<file path="src/sv/crg_pkg.sv">
`default_nettype none

package crg_pkg;

  // Row fields are fixed at 12 bits.
  localparam int unsigned ROW_BITS   = 12;
  localparam int unsigned MARGIN_W   = 10;
  localparam int unsigned COUNT_W    = 16;
  localparam int unsigned GAIN_W     = 16;
  localparam int unsigned CFG_IDX_W  = 3;
  localparam int unsigned CFG_DATA_W = 16;
  // Signed working width for the window math: covers +/- (3 * row max).
  localparam int unsigned CALC_W     = ROW_BITS + 4;

  localparam logic [ROW_BITS-1:0] ROW_MAX = {ROW_BITS{1'b1}};

  // Register reset values.
  localparam logic [MARGIN_W-1:0] RST_WINDOW_MARGIN     = MARGIN_W'(32);
  localparam logic [MARGIN_W-1:0] RST_MOVE_MARGIN       = MARGIN_W'(16);
  localparam logic [ROW_BITS-1:0] RST_MIN_WINDOW_HEIGHT = ROW_BITS'(256);
  localparam logic [COUNT_W-1:0]  RST_GAIN_HOLD_FRAMES  = COUNT_W'(100);
  localparam logic [COUNT_W-1:0]  RST_RESET_HOLD_FRAMES = COUNT_W'(25);
  localparam logic [ROW_BITS-1:0] RST_DEFAULT_OFFSET    = ROW_BITS'(0);
  localparam logic [ROW_BITS-1:0] RST_DEFAULT_HEIGHT    = ROW_MAX;

  typedef enum logic [CFG_IDX_W-1:0] {
    CFG_WINDOW_MARGIN     = 3'd0,
    CFG_MOVE_MARGIN       = 3'd1,
    CFG_MIN_WINDOW_HEIGHT = 3'd2,
    CFG_GAIN_HOLD_FRAMES  = 3'd3,
    CFG_RESET_HOLD_FRAMES = 3'd4,
    CFG_DEFAULT_OFFSET    = 3'd5,
    CFG_DEFAULT_HEIGHT    = 3'd6
  } cfg_reg_e;

  typedef struct packed {
    logic                     parse_ok;
    logic                     history_empty;
    logic [ROW_BITS-1:0]      joint_top;
    logic [ROW_BITS-1:0]      joint_bottom;
    logic [ROW_BITS-1:0]      frame_offset;
    logic [ROW_BITS-1:0]      frame_height;
    logic                     gain_suggested;
    logic signed [GAIN_W-1:0] gain_step;
  } in_word_t;

  typedef struct packed {
    logic                     set_window;
    logic [ROW_BITS-1:0]      window_offset;
    logic [ROW_BITS-1:0]      window_height;
    logic                     adjust_gain;
    logic signed [GAIN_W-1:0] gain_step_out;
    logic                     reset_window_gain;
  } out_word_t;

  typedef struct packed {
    logic [CFG_IDX_W-1:0]  index;
    logic [CFG_DATA_W-1:0] value;
  } cfg_word_t;

endpackage

`default_nettype wire

</file>
<file path="src/sv/crg_ifs.sv">
`default_nettype none

interface crg_in_if;
  logic              valid;
  logic              ready;
  crg_pkg::in_word_t data;

  modport source (output valid, output data, input ready);
  modport sink   (input valid, input data, output ready);
endinterface

interface crg_out_if;
  logic               valid;
  logic               ready;
  crg_pkg::out_word_t data;

  modport source (output valid, output data, input ready);
  modport sink   (input valid, input data, output ready);
endinterface

interface crg_cfg_if;
  logic               valid;
  logic               ready;
  crg_pkg::cfg_word_t data;

  modport source (output valid, output data, input ready);
  modport sink   (input valid, input data, output ready);
endinterface

`default_nettype wire

</file>
<file path="src/sv/camera_roi_and_gain_tracker.sv">
// An accepted input word goes to the input reg, and its result word to the result reg.
// Throughput: one word per cycle unless out_o stalls; window math: one pass between regs.
// Config writes are accepted every cycle (ready tied high), one register per word.
// Reset (rst_ni low, async): pipeline empty, pending request cleared, frame counter 0,
// config registers back to their documented defaults.
`default_nettype none

module camera_roi_and_gain_tracker (
  input  wire        clk_i,
  input  wire        rst_ni,
  crg_in_if.sink     in_i,
  crg_out_if.source  out_o,
  crg_cfg_if.sink    cfg_i
);
  import crg_pkg::*;

  // ---------------------------------------------------------------
  // Config registers
  // ---------------------------------------------------------------
  logic [MARGIN_W-1:0] window_margin_q, move_margin_q;
  logic [ROW_BITS-1:0] min_window_height_q, default_offset_q, default_height_q;
  logic [COUNT_W-1:0]  gain_hold_frames_q, reset_hold_frames_q;

  assign cfg_i.ready = 1'b1;

  always_ff @(posedge clk_i or negedge rst_ni) begin
    if (!rst_ni) begin
      window_margin_q     <= RST_WINDOW_MARGIN;
      move_margin_q       <= RST_MOVE_MARGIN;
      min_window_height_q <= RST_MIN_WINDOW_HEIGHT;
      gain_hold_frames_q  <= RST_GAIN_HOLD_FRAMES;
      reset_hold_frames_q <= RST_RESET_HOLD_FRAMES;
      default_offset_q    <= RST_DEFAULT_OFFSET;
      default_height_q    <= RST_DEFAULT_HEIGHT;
    end else if (cfg_i.valid) begin
      unique case (cfg_reg_e'(cfg_i.data.index))
        CFG_WINDOW_MARGIN:     window_margin_q     <= cfg_i.data.value[MARGIN_W-1:0];
        CFG_MOVE_MARGIN:       move_margin_q       <= cfg_i.data.value[MARGIN_W-1:0];
        CFG_MIN_WINDOW_HEIGHT: min_window_height_q <= cfg_i.data.value[ROW_BITS-1:0];
        CFG_GAIN_HOLD_FRAMES:  gain_hold_frames_q  <= cfg_i.data.value[COUNT_W-1:0];
        CFG_RESET_HOLD_FRAMES: reset_hold_frames_q <= cfg_i.data.value[COUNT_W-1:0];
        CFG_DEFAULT_OFFSET:    default_offset_q    <= cfg_i.data.value[ROW_BITS-1:0];
        CFG_DEFAULT_HEIGHT:    default_height_q    <= cfg_i.data.value[ROW_BITS-1:0];
        default: ;  // index outside the map: write dropped
      endcase
    end
  end

  // ---------------------------------------------------------------
  // Handshake: input reg -> result reg, both can hold a word.
  // The input reg drains whenever the result reg is empty or being taken.
  // ---------------------------------------------------------------
  logic      in_valid_q, out_valid_q;
  in_word_t  in_q;
  out_word_t out_q, res;
  logic      advance;

  assign advance     = in_valid_q && (!out_valid_q || out_o.ready);
  assign in_i.ready  = !in_valid_q || advance;
  assign out_o.valid = out_valid_q;
  assign out_o.data  = out_q;

  // ---------------------------------------------------------------
  // Tracker state
  // ---------------------------------------------------------------
  logic                pend_valid_q, pend_valid_d;
  logic [ROW_BITS-1:0] pend_offset_q, pend_offset_d;
  logic [ROW_BITS-1:0] pend_height_q, pend_height_d;
  logic [COUNT_W-1:0]  frames_q, frames_d;

  // ---------------------------------------------------------------
  // Window math, signed at CALC_W so differences never wrap.
  // ---------------------------------------------------------------
  logic signed [CALC_W-1:0] tp, bt, of, hg, wm, mm, mh;
  logic signed [CALC_W-1:0] span, top_edge, bot_edge, top_drift, bot_drift;
  logic signed [CALC_W-1:0] top_abs, bot_abs;
  logic signed [CALC_W-1:0] no_base, nh_base, shortfall, half, no_adj, nh_min, nh_sat;
  logic                     req_seen, covers, drift, short_win, changed;
  logic [ROW_BITS-1:0]      new_off, new_hgt;
  logic [COUNT_W-1:0]       frames_inc;
  logic                     do_gain, do_reset;

  always_comb begin
    tp = $signed({{(CALC_W-ROW_BITS){1'b0}}, in_q.joint_top});
    bt = $signed({{(CALC_W-ROW_BITS){1'b0}}, in_q.joint_bottom});
    of = $signed({{(CALC_W-ROW_BITS){1'b0}}, in_q.frame_offset});
    hg = $signed({{(CALC_W-ROW_BITS){1'b0}}, in_q.frame_height});
    wm = $signed({{(CALC_W-MARGIN_W){1'b0}}, window_margin_q});
    mm = $signed({{(CALC_W-MARGIN_W){1'b0}}, move_margin_q});
    mh = $signed({{(CALC_W-ROW_BITS){1'b0}}, min_window_height_q});

    // Nothing outstanding, or the frame shows the requested window.
    req_seen = !pend_valid_q ||
               (pend_offset_q == in_q.frame_offset && pend_height_q == in_q.frame_height);

    // Minimum-height window already holds the joint plus margins.
    span     = bt - tp + (wm <<< 1);
    top_edge = of + wm;
    bot_edge = bt + wm;
    covers   = (in_q.frame_height == min_window_height_q) && (span <= mh) &&
               (top_edge <= tp) && (bot_edge <= of + hg);

    top_drift = (tp - wm) - of;
    bot_drift = (bt + wm) - (of + hg);
    top_abs   = top_drift[CALC_W-1] ? -top_drift : top_drift;
    bot_abs   = bot_drift[CALC_W-1] ? -bot_drift : bot_drift;
    drift     = (top_abs > mm) || (bot_abs > mm);

    // New window: margin above top, grow to minimum height centered, clamp.
    no_base   = (tp > wm) ? tp - wm : '0;
    nh_base   = (bt - no_base) + wm;
    short_win = nh_base < mh;
    shortfall = mh - nh_base;           // positive whenever it is used
    half      = shortfall >>> 1;
    if (short_win) begin
      no_adj = (no_base > half) ? no_base - half : '0;
      nh_min = mh;
    end else begin
      no_adj = no_base;
      nh_min = nh_base;
    end
    nh_sat  = (nh_min > $signed({{(CALC_W-ROW_BITS){1'b0}}, ROW_MAX}))
              ? $signed({{(CALC_W-ROW_BITS){1'b0}}, ROW_MAX}) : nh_min;
    new_off = no_adj[ROW_BITS-1:0];
    new_hgt = nh_sat[ROW_BITS-1:0];
    changed = (new_off != in_q.frame_offset) || (new_hgt != in_q.frame_height);

    // Successful-frame counter, saturating.
    frames_inc = (frames_q != {COUNT_W{1'b1}}) ? frames_q + COUNT_W'(1) : frames_q;
    do_gain    = (frames_inc > gain_hold_frames_q) && in_q.gain_suggested;

    do_reset = !in_q.parse_ok && in_q.history_empty && !pend_valid_q &&
               (in_q.frame_offset != '0) && (frames_q > reset_hold_frames_q);

    // Defaults: state holds, result idle.
    pend_valid_d  = pend_valid_q;
    pend_offset_d = pend_offset_q;
    pend_height_d = pend_height_q;
    frames_d      = frames_q;
    res           = '0;

    if (in_q.parse_ok) begin
      if (req_seen) begin
        if (!covers && drift) begin
          if (changed) begin
            pend_valid_d      = 1'b1;
            pend_offset_d     = new_off;
            pend_height_d     = new_hgt;
            res.set_window    = 1'b1;
            res.window_offset = new_off;
            res.window_height = new_hgt;
          end
        end else begin
          pend_valid_d = 1'b0;   // settled window, drop the request
        end
      end
      frames_d = frames_inc;
      if (do_gain) begin
        res.adjust_gain   = 1'b1;
        res.gain_step_out = in_q.gain_step;
        frames_d          = '0;
      end
    end else if (do_reset) begin
      // Defaults go out and are tracked as the outstanding request.
      pend_valid_d          = 1'b1;
      pend_offset_d         = default_offset_q;
      pend_height_d         = default_height_q;
      res.reset_window_gain = 1'b1;
      res.window_offset     = default_offset_q;
      res.window_height     = default_height_q;
    end
  end

  // ---------------------------------------------------------------
  // Registers
  // ---------------------------------------------------------------
  always_ff @(posedge clk_i or negedge rst_ni) begin
    if (!rst_ni) begin
      in_valid_q    <= 1'b0;
      out_valid_q   <= 1'b0;
      pend_valid_q  <= 1'b0;
      pend_offset_q <= '0;
      pend_height_q <= '0;
      frames_q      <= '0;
    end else begin
      if (in_i.ready) begin
        in_valid_q <= in_i.valid;
      end
      if (advance) begin
        out_valid_q   <= 1'b1;
        pend_valid_q  <= pend_valid_d;
        pend_offset_q <= pend_offset_d;
        pend_height_q <= pend_height_d;
        frames_q      <= frames_d;
      end else if (out_o.ready) begin
        out_valid_q <= 1'b0;
      end
    end
  end

  // Payload registers, no reset.
  always_ff @(posedge clk_i) begin
    if (in_i.valid && in_i.ready) begin
      in_q <= in_i.data;
    end
    if (advance) begin
      out_q <= res;
    end
  end

endmodule

`default_nettype wire

</file>
<file path="src/flat_wrapper.sv">
// flat-port wrapper written by rule: the top's interface ports become plain ports
module camera_roi_and_gain_tracker_flat import crg_pkg::*;
  (clk_i, rst_ni, in_i_valid, in_i_data, in_i_ready, out_o_valid, out_o_data, out_o_ready, cfg_i_valid, cfg_i_data, cfg_i_ready);
  crg_in_if in_i_i ();
  crg_out_if out_o_i ();
  crg_cfg_if cfg_i_i ();
  input  wire clk_i;
  input  wire rst_ni;
  input wire logic [$bits(in_i_i.valid)-1:0] in_i_valid;
  input wire logic [$bits(in_i_i.data)-1:0] in_i_data;
  output wire logic [$bits(in_i_i.ready)-1:0] in_i_ready;
  output wire logic [$bits(out_o_i.valid)-1:0] out_o_valid;
  output wire logic [$bits(out_o_i.data)-1:0] out_o_data;
  input wire logic [$bits(out_o_i.ready)-1:0] out_o_ready;
  input wire logic [$bits(cfg_i_i.valid)-1:0] cfg_i_valid;
  input wire logic [$bits(cfg_i_i.data)-1:0] cfg_i_data;
  output wire logic [$bits(cfg_i_i.ready)-1:0] cfg_i_ready;
  assign in_i_i.valid = in_i_valid;
  assign in_i_i.data = in_i_data;
  assign in_i_ready = in_i_i.ready;
  assign out_o_valid = out_o_i.valid;
  assign out_o_data = out_o_i.data;
  assign out_o_i.ready = out_o_ready;
  assign cfg_i_i.valid = cfg_i_valid;
  assign cfg_i_i.data = cfg_i_data;
  assign cfg_i_ready = cfg_i_i.ready;
  camera_roi_and_gain_tracker u_core (.clk_i(clk_i), .rst_ni(rst_ni), .in_i(in_i_i), .out_o(out_o_i), .cfg_i(cfg_i_i));
endmodule
</file>
<file path="config.mk">
export PLATFORM = sky130hd
export DESIGN_NAME = camera_roi_and_gain_tracker_flat
export DESIGN_NICKNAME = d
export VERILOG_FILES = /design/src/sv/crg_pkg.sv /design/src/sv/crg_ifs.sv /design/src/sv/camera_roi_and_gain_tracker.sv /design/src/flat_wrapper.sv
export SDC_FILE = /design/constraint.sdc
export NUM_CORES = 1
export LEC_CHECK = 0
export ABC_CLOCK_PERIOD_IN_PS = 10830
export BUFFER_PORTS_ARGS = -buffer_cell sky130_fd_sc_hd__clkbuf_2
export CAP_MARGIN = 20
export CORE_ASPECT_RATIO = 0.9
export CORE_MARGIN = 1.5
export CORE_UTILIZATION = 35
export CTS_CLUSTER_DIAMETER = 120
export DETAILED_ROUTE_END_ITERATION = 16
export SLEW_MARGIN = 20
export SYNTH_ARGS = -nofsm -noshare
export SYNTH_HDL_FRONTEND = slang
export SYNTH_SLANG_ARGS = --single-unit
</file>
<file path="constraint.sdc">
create_clock -name clk_i -period 10.83 [get_ports clk_i]
set_clock_uncertainty 0.2 [all_clocks]
set_input_delay 0 -clock clk_i [delete_from_list [all_inputs] [get_ports clk_i]]
set_output_delay 0 -clock clk_i [all_outputs]
set_load 0.02 [all_outputs]
</file>
Word-level counts from Yosys, hierarchy flattened. Cells that the tools add are included.

Logic and storage cells: 141. Register bits: 241. Output and inout bits: 46. Bits of input ports: 91.

$add $sub $neg: 16. Muxes and demuxes: 33. Reductions and logical operators: 38. $lt $le $gt $ge: 11. Equality and inequality tests: 16.

Operators with widths (count): 12-bit two-way mux (13); 16-bit two-way mux (6); 24-bit two-way mux (4); 12-bit == test (3); 16-bit by 11-bit > comparator with 1-bit output (2); 16-bit > comparator (2); 16-bit by 13-bit <= comparator with 1-bit output (2); 16-bit negator (2); 13-bit by 16-bit subtractor with 16-bit output (2); 12-bit by 10-bit adder with 13-bit output (2); 12-bit by 10-bit subtractor with 13-bit output (2); 25-bit two-way mux (1); 12-bit != test (2); 2-bit AND reduction (9); 17-bit two-way mux (1); 16-bit by 1-bit adder with 16-bit output (second input constant) (1); 16-bit by 11-bit adder with 16-bit output (1); 16-bit by 12-bit adder with 16-bit output (1); 16-bit by 13-bit > comparator with 1-bit output (second input constant) (1); 16-bit by 15-bit > comparator with 1-bit output (1); 16-bit <= comparator (1); 16-bit by 13-bit < comparator with 1-bit output (1); 16-bit != test (second input constant) (1); 16-bit by 13-bit subtractor with 16-bit output (1); other kinds (20) (52).

Logic depth before layout (Yosys ltp). Gate-level depths: netlist (run 1).

Depth in word-level cells: 14. Mapped depth: 45. Mapped depth without buffers: 41.

Worst setup path before layout (run 1). OpenSTA, ideal clock, no wires.

Path kind: reg-to-reg. Start: register u_core.window_margin_q[1]. End: register u_core.out_q (netlist bit u_core.out_o.data[26]), data pin. Cell stages (with the launch flop): 43. Slack: 1.936 ns. Setup time: 0.268 ns. Arrival: 8.426 ns. Path buffers: 3. Clock period less this slack: 8.894 ns. Data required time: 10.362 ns. Cells stage by stage: dfrtp_1 inv_1 ha_1 nand2b_1 a21oi_1 o31a_1 o21ai_1 nor2_1 inv_1 fa_1 ha_1 a21o_1 a21oi_1 xnor2_1 inv_1 ha_1 a21boi_0 o21ai_0 [... 7 more ...] nor2_1 xnor2_1 ha_1 nand3_1 nor3_1 o211ai_1 a41oi_1 clkbuf_1 a21oi_1 a2111oi_0 o2111a_1 o221a_2 nand4_1 or4_1 buf_6 nand3_2 clkbuf_1 o21ai_0.

RTL lines: from (decl) (line camera_roi_and_gain_tracker.sv:20) `logic [MARGIN_W-1:0] window_margin_q, move_margin_q;`; from (signal assigned) (line camera_roi_and_gain_tracker.sv:37) `CFG_WINDOW_MARGIN: window_margin_q <= cfg_i.data.value[MARGIN_W-1:0];`; to (signal assigned) (line camera_roi_and_gain_tracker.sv:207) `out_q <= res;`; to (decl) (line camera_roi_and_gain_tracker.sv:55) `out_word_t out_q, res;`.

==> results.tsv, run 1 <==
metric	value	unit
synth_fp_nets	2506	
yosys.area.top_type	edfxtp_1	
rsz0062_at_grt	false	
synth_mux_area_share	3.85	%
startpoint	u_core.window_margin_q[5]	
diodes	0	
dieArea	0.0581	sq mm
synth.top_cells.by_count	211 x ha_1, 204 x inv_1, 192 x nand2_1	
power_density	359	mW/mm^2
clk_pin_slew	0.06	ns
p_switching	4.52	mW
synth_warnings	0	
crit_required	10.98	ns
synth_edf_count	110	
syn_inst	2184	
synth_top_area_share	16.6	%
synth_xor_area_share	7.50	%
antenna_found_initial	4	
grt_pass1_wl	106	mm
tightest_slew	1.09	ns
vias	18100	
p_leak	10.6	nW
insertion_delay	0.59	ns
outcome	complete, no violations	
async_reset_ff_share	54.4	%
antenna_left	0	
areaGrowthSynthToFinish	21.4	%
rr_startpoint	u_core.window_margin_q[5]	
die_w	254	um
synth.avg_cell_area	9.09	sq um
worstSetupPathType	reg -> reg	
setup_viol	0	
timing.hold.worst.class	in -> reg	
finalMaxSlewViolations	0	
synth_area	0.0198	sq mm
cts_root_buf	clkbuf_16	
cts_buffers	28	
synthTopCellsByArea	edfxtp_1 17%, dfrtp_1 14%, ha_1 13%	
core_area	0.0558	sq mm
synth_top_family_by_area	compound AO/OA/AOI/OAI gates	
seqPwrFrac	15.3	%
yosysSeqAreaShare	33.3	%
synth_compound_area_share	19.8	%
arrival	10.24	ns
synth_cell_types	95	
grt_pass1_vias	17500	
num_rows	82	
endpoint_kind	flip-flop	
routabilityCongestion	0.933	
hpwl	53.4	mm
ir_drop	0.324	mV
viasPerCell	5.55	
p_int	4.14	mW
hp-start	cfg_i_data[14]	
synth_adder_area_share	15.3	%
wl_per_cell	21.7	um
overflow	0	
place_inst	3035	
synth_seq_cells	241	
nNetsFinal	2801	
post-route-min-period	10.09	ns
fin_cells	3257	
ios	137	
finalHoldViolCount	0	
start_util	35.6	%
start_kind	flip-flop	
nFillCells	5493	
yosysMostFrequentCell	ha_1	
fmax	99.1	MHz
place_ws	0.662	ns
track_usage	24.2	%
switching_share	52.2	%
combPwrFrac	73.4	%
ctsLongestPathBuffers	3	
port_buffers	135	
drc	0	
drt_wl_total	70.7	mm
cp_max_fo	24	
fin_tns_setup	0	ns
initialDrtViolationCount	1613	
cts_setup_buffers	0	
cts_sinks	241	
cts_tree	built	
htreeDepth	1	
max_stage_delay	0.56	ns
worst_slack	0.740	ns
drv_cap	0	
clkPwrFrac	11.3	%
fin_util	43.2	%
yosys.area_share.simple	15.0	%
drt_first_pass_iters	6	
drive_gt1_share	13.1	%
power	8.66	mW
slowest_stage	dfstp_2	
ys.flop_type	edfxtp_1	
post-route-period-util	93.2	%
relSlewSlack	27.6	%
grt_max_degree	66	
fp.dieH	229	um
power groups by stage:
stage	Combinational, mW	Sequential [mW]	Clock, mW
CTS	6.21	1.32	1.00
global route	6.94	1.34	1.04
detailed placement	6.13	1.33	0
finish	6.36	1.32	0.982
global placement	6.11	1.33	0
floorplan	4.48	1.29	0
critical path, delay by kind of cell, from the launching register on:
family,cells,cell delay (ns)
simple gates,13,2.97
compound gates,16,2.97
fa+ha+maj,5,2.05
buf+inv,5,0.63
flops,1,0.56
xor+xnor,2,0.43
layer usage:
metal / share of wire, % / routed length [um] / GRT usage, % / vias to the layer above
li1: - / - / - / 8516
met1: 45 / 31900 / 33.7 / 8746
met2: 44 / 31300 / 37.5 / 662
met3: 6.6 / 4630 / 3.82 / 135
met4: 4.0 / 2850 / 9.11 / 2
met5: 0.018 / 13 / 0.252 / -
worst paths after layout:
kind                            cells past startpoint  slack (ns)                        endpoint
min in group asynchronous                           3        0.39   u_core.reset_hold_frames_q[3]
worst min-delay path                                4        0.04  u_core.reset_hold_frames_q[14]
worst min register to register                      1        0.31   u_core.gain_hold_frames_q[14]
worst max register to register                     41        0.74           u_core.out_o.data[30]
max in group asynchronous                           4        9.12         u_core.pend_height_q[6]
worst max-delay path                               41        0.74           u_core.out_o.data[30]
stage by stage:
stage | hold WS, ns | area, sq um
2_1_floorplan | -0.496 | 19800
3_3_place_gp | -0.126 | 21400
3_5_place_dp | -0.115 | 21400
4_1_cts | 0.0112 | 24100
5_1_grt | 0.0660 | 24100
6_report | 0.0351 | 24100
placed cells by master (no fill, tap or decap), drive strengths merged, types with 22 or more instances in the layout:
cell type	count
nand4	31
o21a	32
nand2	193
o21ai	167
nor2b	29
a21o	41
nor4	22
o21bai	22
nor3	36
nor2	107
xor2	76
nand3	47
xnor2	94
and3	34
nand2b	27
a21oi	154
edfxtp	110
mux2i	22
dlygate4sd3	169
dfrtp	110
inv	205
buf	23
o211ai	22
o22ai	29
mux2	48
clkbuf	170
ha	211
timing repair:
item                                    4_1_cts  5_1_grt
gates resized for setup                       0        7
hold endpoints to repair                    240        0
endpoints found under the setup margin        0       50
hold buffers                                170        0
layout make-up:
cell class                      count  area, sq um  area share (%)
Clock inverter                     16          175           0.727
Inverter                          204          766            3.18
Sequential cell                   241         6610            27.4
Multi-Input combinational cell   1678        12300            50.9
Timing Repair Buffer              326         2560            10.6
Clock buffer                       36          772            3.20
Tap cell                          756          946            3.93
registers in the layout, indices dropped and copies added (netlist names), 12 cells and up:
register,count
u_core.reset_hold_frames_q,16
u_core.default_offset_q,12
u_core.pend_offset_q,12
u_core.default_height_q,12
u_core.frames_q,16
u_core.gain_hold_frames_q,16
u_core.in_q,43
u_core.min_window_height_q,12
u_core.hg,12
u_core.pend_height_q,12
u_core.bt,12
u_core.out_o.data,43
cell families (layout without fill, tap and decap cells):
group                    after synthesis  after routing
AO/OA/AOI/OAI                        611            611
XOR/XNOR                             170            170
adder cells (fa/ha/maj)              231            231
buffers and inverters                265            582
flip-flops                           241            241
multiplexers                          70             70
other                                  1              1
AND/OR/NAND/NOR                      595            595
(Power assumes the default switching activity.)
==> run 2, diff against run 1 <==
--- a/config.mk
+++ b/config.mk
@@ -6,13 +6,14 @@
 export NUM_CORES = 1
 export LEC_CHECK = 0
 export ABC_CLOCK_PERIOD_IN_PS = 10830
-export BUFFER_PORTS_ARGS = -buffer_cell sky130_fd_sc_hd__clkbuf_2
+export BUFFER_PORTS_ARGS = -buffer_cell sky130_fd_sc_hd__buf_4
 export CAP_MARGIN = 20
 export CORE_ASPECT_RATIO = 0.9
 export CORE_MARGIN = 1.5
 export CORE_UTILIZATION = 35
 export CTS_CLUSTER_DIAMETER = 120
 export DETAILED_ROUTE_END_ITERATION = 16
+export SKIP_LAST_GASP = 1
 export SLEW_MARGIN = 20
 export SYNTH_ARGS = -nofsm -noshare
 export SYNTH_HDL_FRONTEND = slang
==> run 2 against run 1 <==
  * Critical path depth grew 1
  * Setup slack lost 0.080 ns
  * Total power grew 1.4%
  * Non-clock buffer count grew 7
  * Combinational power grew 1%
  * Final area grew 1.8%
  * Largest power group unchanged
  * Die area is the same
  * Core utilization grew 0.78 points
  * Global-route usage grew 0.57 points
  * Critical path type unchanged
==> results.tsv, run 2 (same netlist as run 1, synthesis figures left out) <==
metric	value	unit	change
outcome	complete, no violations		
clkPwrFrac	11.5	%	+0.2 points
cts_sinks	241		unchanged
grt_max_degree	69		+4.5%
drt_first_pass_iters	5		-1
port_buffers	135		unchanged
die_w	254	um	unchanged
overflow	0		unchanged
fin_util	43.9	%	+0.78 points
crit_family	simple AND/OR/NAND/NOR gates		
max_stage_delay	0.54	ns	-0.02 ns
post-route-period-util	93.9	%	+0.74 points
hpwl	54.4	mm	+1.7%
use_met1	33.6	%	-0.067 points
grt_util_met2	39.8	%	+2.3 points
finalHoldViolCount	0		unchanged
arrival	10.48	ns	+0.24 ns
crit_required	11.14	ns	+0.16 ns
p_switching	4.57	mW	+1.1%
cp_max_fo	15		-38%
start_kind	flip-flop		
drt_wl_total	72.9	mm	+3.1%
areaGrowthSynthToFinish	23.6	%	
final_cell_mix	211 x ha_1, 204 x inv_1, 192 x nand2_1, 176 x dlygate4sd3_1, 160 x o21ai_0		
power_density	358	mW/mm^2	-0.43%
cts_setup_buffers	0		unchanged
setup_viol	0		unchanged
fin_cells	3269		+0.37%
hp-start	cfg_i_data[13]		
fmax	98.3	MHz	-0.79%
switching_share	52.0	%	-0.13 points
fin_tns_setup	0	ns	unchanged
grt_pass1_wl	109	mm	+2.8%
vias	18200		+0.94%
core_area	0.0558	sq mm	unchanged
drive_gt1_share	12.9	%	-0.17 points
cts_tree	built		
nNetsFinal	2810		+0.32%
endpoint_kind	flip-flop		
track_usage	24.8	%	+0.57 points
ios	137		unchanged
worstSetupPathType	reg -> reg		
grt_pass1_vias	17900		+2.0%
timing.hold.worst.class	in -> reg		
combPwrFrac	73.4	%	about the same
ir_drop	0.281	mV	-13%
antenna_left	0		unchanged
initialDrtViolationCount	1569		-2.7%
drv_cap	0		unchanged
routabilityCongestion	0.955		+2.4%
whs	0.0253	ns	-0.00980 ns
p_leak	10.8	nW	+1.2%
busiest_layer	met2		
antenna_found_initial	1		-3
insertion_delay	0.60	ns	about the same
wl_per_cell	22.3	um	+2.7%
p_int	4.21	mW	+1.6%
dieArea	0.0581	sq mm	unchanged
post-route-min-period	10.17	ns	+0.0804 ns
rr_startpoint	u_core.window_margin_q[8]		
num_rows	82		unchanged
drc	0		unchanged
fp.dieH	229	um	unchanged
relSlewSlack	22.0	%	-5.6 points
cp_common_cell	nor2_1		
startpoint	u_core.window_margin_q[8]		
cts_buffers	29		+3.6%
ctsLongestPathBuffers	3		unchanged
viasPerCell	5.58		+0.57%
final_common_cell	ha_1		
seqPwrFrac	15.1	%	-0.2 points
place_inst	3035		unchanged
start_util	35.6	%	unchanged
grt_util_met3	4.33	%	+0.51 points
cts_root_buf	clkbuf_16		
rsz0062_at_grt	false		
slowest_stage	or4_4		
critical_path_buf_inv_count	5		unchanged
htreeDepth	1		unchanged
power	8.78	mW	+1.4%
clk_pin_slew	0.06	ns	about the same
tightest_slew	1.17	ns	+0.0835 ns
finalMaxSlewViolations	0		unchanged
## run 2: stage by stage
stage,instance area [sq um],setup WS [ns]
floorplan,19800,1.94
global placement,21700,0.593
detailed placement,21700,0.515
CTS,24500,0.441
global route,24500,0.0386
finish,24500,0.660
## run 2: path summary, 6_finish.rpt
check | end | slack (ns) | cells past startpoint
worst min register to register | u_core.out_o.valid | 0.30 | 1
min in group asynchronous | u_core.min_window_height_q[8] | 0.42 | 3
worst max register to register | u_core.pend_height_q[4] | 0.66 | 42
max in group asynchronous | u_core.default_offset_q[4] | 9.22 | 4
worst min-delay path | u_core.gain_hold_frames_q[13] | 0.03 | 3
worst max-delay path | u_core.pend_height_q[4] | 0.66 | 42
## run 2: worst register-to-register path: cells and delay by family (launching register included)
kind                     cells  cell delay, ns
AND/OR/NAND/NOR             14            3.27
AO/OA/AOI/OAI               16            2.99
adder cells (fa/ha/maj)      5            1.96
buffers and inverters        5            0.88
flip-flops                   1            0.42
XOR/XNOR                     2            0.36
## run 2: per-layer routing
layer	vias up	wire length, um
met4	0	2530
met1	8911	32400
met3	128	4900
met2	658	33000
li1	8534	-
met5	-	0
## run 2: power by group through the flow
stage	clock, mW	sequential [mW]	combinational [mW]
6_report	1.01	1.32	6.44
5_1_grt	1.06	1.34	7.05
4_1_cts	1.03	1.32	6.29
3_5_place_dp	0	1.33	6.20
3_3_place_gp	0	1.33	6.18
2_1_floorplan	0	1.29	4.48
## run 2: cell type report
| cell class | instances | area [sq um] |
|---|---|---|
| inverter | 204 | 766 |
| clock buffer | 42 | 836 |
| multi-input combinational | 1679 | 12300 |
| clock inverter | 12 | 131 |
| sequential | 241 | 6610 |
| tap | 756 | 946 |
| fill | 5460 | 31300 |
| timing repair buffer | 333 | 2960 |
| antenna | 2 | 5.00 |
## run 2: timing repair
action                                  in CTS  in global routing
resized for setup                            0                  5
hold endpoints to repair                   247                  0
endpoints found under the setup margin       0                 49
hold buffers                               177                  0
